--- src/sv/kmeans_pkg.sv ---
// ----------------------------------------------------------------------------
// k-means package
// Shared types and fixed constants of the k-means assign and update block.
// ----------------------------------------------------------------------------
package kmeans_pkg;

    localparam logic [1:0] FUNC_LOAD   = 2'd0;
    localparam logic [1:0] FUNC_POINT  = 2'd1;
    localparam logic [1:0] FUNC_UPDATE = 2'd2;
    localparam logic [1:0] FUNC_UNUSED = 2'd3;

    localparam int COORD_W = 16;
    localparam int IDX_W   = 4;
    localparam int PART_W  = 37;
    localparam int DIST_W  = 36;
    localparam int SUM_W   = 48;
    localparam int CNT_W   = 32;

    localparam logic [PART_W-1:0] SAT37 = {PART_W{1'b1}};
    localparam logic [DIST_W-1:0] SAT36 = {DIST_W{1'b1}};
    localparam logic [SUM_W-1:0]  SAT48 = {SUM_W{1'b1}};
    localparam logic [CNT_W-1:0]  SAT32 = {CNT_W{1'b1}};

    typedef struct packed {
        logic [1:0]         func;
        logic [IDX_W-1:0]   center_index;
        logic [IDX_W-1:0]   dim_index;
        logic [COORD_W-1:0] coordinate;
    } t_cmd;

endpackage

--- src/sv/kmeans_front.sv ---
// ----------------------------------------------------------------------------
// k-means front end
// Accepts words, drops ignored ones and queues the rest in a short FIFO.
// ----------------------------------------------------------------------------
module kmeans_front #(
    parameter int NUM_CENTERS = 16,
    parameter int NUM_DIMS    = 16,
    parameter int DEPTH       = 4
) (
    input  logic              i_clk,
    input  logic              i_rst_n,
    input  logic              i_valid,
    output logic              o_stall,
    input  kmeans_pkg::t_cmd  i_cmd,
    output logic              o_valid,
    input  logic              i_pop,
    output kmeans_pkg::t_cmd  o_cmd
);
    import kmeans_pkg::*;

    localparam int AW = $clog2(DEPTH);

    t_cmd           r_q [DEPTH];
    logic [AW-1:0]  r_wp, r_rp;
    logic [AW:0]    r_cnt;
    logic           keep, push, pop;

    always_comb begin
        case (i_cmd.func)
            FUNC_LOAD:   keep = ({1'b0, i_cmd.center_index} < (IDX_W+1)'(NUM_CENTERS))
                             && ({1'b0, i_cmd.dim_index} < (IDX_W+1)'(NUM_DIMS));
            FUNC_POINT:  keep = {1'b0, i_cmd.dim_index} < (IDX_W+1)'(NUM_DIMS);
            FUNC_UPDATE: keep = 1'b1;
            default:     keep = 1'b0;
        endcase
    end

    assign o_stall = (r_cnt == (AW+1)'(DEPTH));
    assign push    = i_valid && !o_stall && keep;
    assign pop     = i_pop && (r_cnt != '0);
    assign o_valid = (r_cnt != '0);
    assign o_cmd   = r_q[r_rp];

    always_ff @(posedge i_clk) begin
        if (push) begin
            r_q[r_wp] <= i_cmd;
        end
        if (!i_rst_n) begin
            r_wp  <= '0;
            r_rp  <= '0;
            r_cnt <= '0;
        end else begin
            if (push) r_wp <= r_wp + 1'b1;
            if (pop)  r_rp <= r_rp + 1'b1;
            r_cnt <= r_cnt + (AW+1)'(push) - (AW+1)'(pop);
        end
    end
endmodule

--- config.mk ---
export PLATFORM = sky130hd
export DESIGN_NAME = kmeans_front
export DESIGN_NICKNAME = d
export VERILOG_FILES = /design/src/sv/kmeans_pkg.sv /design/src/sv/kmeans_front.sv
export SDC_FILE = /design/constraint.sdc
export NUM_CORES = 1
export LEC_CHECK = 0
export BUFFER_PORTS_ARGS = -buffer_cell sky130_fd_sc_hd__buf_2
export CAP_MARGIN = 20
export CORE_MARGIN = 2
export CORE_UTILIZATION = 61
export CTS_CLUSTER_SIZE = 16
export DETAILED_ROUTE_END_ITERATION = 8
export GPL_TIMING_DRIVEN = 0
export PLACE_DENSITY_LB_ADDON = 0.3
export SLEW_MARGIN = 20
export SYNTH_ARGS = -nofsm -noshare
export SYNTH_HDL_FRONTEND = slang
export SYNTH_SLANG_ARGS = --single-unit
--- constraint.sdc ---
create_clock -name i_clk -period 6.2 [get_ports i_clk]
set_clock_uncertainty 0.2 [all_clocks]
set_input_delay 0.93 -clock i_clk [delete_from_list [all_inputs] [get_ports i_clk]]
set_output_delay 0.93 -clock i_clk [all_outputs]
set_load 0.01 [all_outputs]
==> metrics.yaml <==
firstDrtPassIters: 4
postCtsHoldBufs: 0
p_int_mw: 1.78
syn_avg_cell_area_um2: 23.3
dr.first_iter.drc_count: 169
post_cts_resized: 0
final_antenna_net_count: 0
period_minus_slack_ns: 3.01
std_cell_rows: 30
num_io_pins: 58
drive_gt1_frac: 0.426
multiInputGateArea_um2: 905
routedWlPerCell_um: 19.7
critPathLaunchType: "flip-flop"
hpwlAfterDp_mm: 4.00
start_util: 0.632
route.vias.total: 2038
synth_cell_types: 22
dieArea_um2: 7730
fillers: 342
cpPeakStageDelay_ns: 0.37
status: "finished clean"
cpMostUsedCell: "buf_2"
cts_tree: "yes"
antenna_found_initial: 0
yosys.area.top_type_share: 0.727
gp_congestion: 0.655
peakVddDrop_mv: 0.271
synthSimpleGateAreaFrac: 0.0224
core-area_um2: 6790
dp_cells: 336
slew_violations: 0
power.switching_uw: 562
final_nets: 296
yosysWarningCount: 0
seqCellArea_um2: 3300
synth_xor_area_frac: 0.00816
fmax_ghz: 0.332
ys_seq_area_frac: 0.769
syn-num-nets: 221
min_path_type: "flip-flop to flip-flop"
hold_viol_final: 0
p_leak_nw: 1.86
critical_path.max_fanout: 10
cp_top_family: "buffers and inverters"
synthCells: 184
rsz0062_at_grt: "no"
via_per_inst: 5.54
die_w_um: 87.9
grt_pass1_vias: 2011
io_buffers: 56
routed_wl_mm: 7.27
setup_tns_ns: 0
seq_power_share: 0.400
numCtsBuffers: 17
pwr-share-comb: 0.190
num_antenna_cells: 0
relSlewSlack: 0.521
area_growth_pct: 23.2
overflow: 0
crit_buf_inv: 3
total_power_mw: 2.34
postLayoutSetupSlackWorst_ns: 3.19
arrival_ns: 1.88
crit_chain: "clkbuf_2 -> buf_2 -> mux4_2 -> buf_2"
critPathRequiredTime_ns: 5.07
timing.hold.ws_ns: 0.321
mostFrequentLayoutCells: "edfxtp_1, buf_2, mux4_2"
post_cts_buffers: 0
muxShareOfSynthArea: 0.146
grtUsageTotal: 0.209
grt_pass1_wl_mm: 11.0
clk_latency_ns: 0.50
synth_compound_area_frac: 0.0105
sw_frac_of_total: 0.240
htreeDepth: 4
synth_top_area_cell: "edfxtp_1"
p_clk_frac: 0.410
netlist_area_um2: 4300
setup_violations: 0
endpoint_kind: "output port"
final_common_cell: "edfxtp_1"
layoutNonFillerInstCount: 368
worst_slew_pin_slew_ns: 0.718
dieHeight_um: 87.9
synth-seq-cells: 113
worst-setup-path-type: "flip-flop to output port"
cts_buffer_depth: 2
synth_top_family_by_area: "multiplexers"
cts_sinks: 113
yosys-top-cells-area: "edfxtp_1, mux4_2, dfxtp_1"
synth_fa_ha_area_frac: 0.0221
pre_cts_ws_ns: 3.02
cpMaxStageDelayCell: "mux4_2"
drc_errors: 0
clk_pin_slew_ns: 0.05
finalCritPeriodShare: 0.485
drv_cap: 0
cts-root-buf: "clkbuf_8"
p_per_area_nw_per_um2: 443
grt_start_max_net_pins: 27
## cells by family after synthesis
group / count (synthesis)
AOI/OAI and AO/OA: 3
buffers and inverters: 13
DFF: 113
and+or+nand+nor: 16
adders and majority gates: 7
xor gates and xnor gates: 4
muxes: 28
## cells in the mapped netlist
cell	count
a211oi_4	1
and2_1	7
buf_12	2
buf_2	2
buf_6	1
clkbuf_1	1
clkbuf_2	1
dfxtp_1	9
edfxtp_1	104
fa_1	1
ha_1	6
inv_1	6
mux2i_1	2
mux4_1	6
mux4_2	20
nand2_1	4
nor2b_1	3
nor3b_2	1
o311ai_2	1
o31a_1	1
or3_1	1
xnor2_1	4
## stage by stage
step	area, µm²	util
2_1_floorplan	4300	-
6_report	5290	0.779
5_1_grt	5290	0.779
3_3_place_gp	4700	0.691
3_5_place_dp	4700	0.692
4_1_cts	5290	0.779
## power by group through the flow
stage / registers [mW] / clock network (mW) / logic, mW
2_1_floorplan: 0.942 / 0 / 0.315
3_3_place_gp: 0.948 / 0 / 0.440
3_5_place_dp: 0.951 / 0 / 0.447
4_1_cts: 0.939 / 0.972 / 0.454
5_1_grt: 0.943 / 1.01 / 0.484
6_report: 0.938 / 0.960 / 0.445
## path summary, 6_finish.rpt
check / startpoint / to / slack (ns) / cells after the start
setup reg to reg: r_cnt[1] / r_cnt[2] / 3.49 / 11
hold reg to reg: r_wp[1] / r_wp[1] / 0.32 / 2
setup / recovery: flip-flop / o_cmd[22] / 3.19 / 4
hold / removal: r_wp[1] / r_wp[1] / 0.32 / 2
## layer usage
metal / global-route usage / part of all wire
met1: 0.275 / 0.41
met2: 0.322 / 0.51
met3: 0.0858 / 0.062
met4: 0.0769 / 0.017
met5: 0 / 0
## registers in the layout (all words and copies together), names as in the netlist, named ones only
name and flops:
r_rp 2, r_cnt 3, r_wp 2, r_q 104
## final cells by class
class,count,share of cell area
multi-input combinational,58,0.171
tap,96,0.0227
clock buffer,20,0.0804
timing repair buffer,56,0.0530
clock inverter,12,0.0312
inverter,6,0.00426
buffer,7,0.0132
sequential,113,0.624
## worst reg2reg max path, stage by stage (launching register included)
cell and delay (ns):
dfxtp_1 0.49, nor3b_2 0.13, a211oi_4 0.37, inv_1 0.08
ha_1 0.30, inv_1 0.05, ha_1 0.13, inv_1 0.05
fa_1 0.37, xnor2_1 0.15, xnor2_1 0.12, and2_1 0.16
No activity file was read; power rests on OpenSTA's default activity.
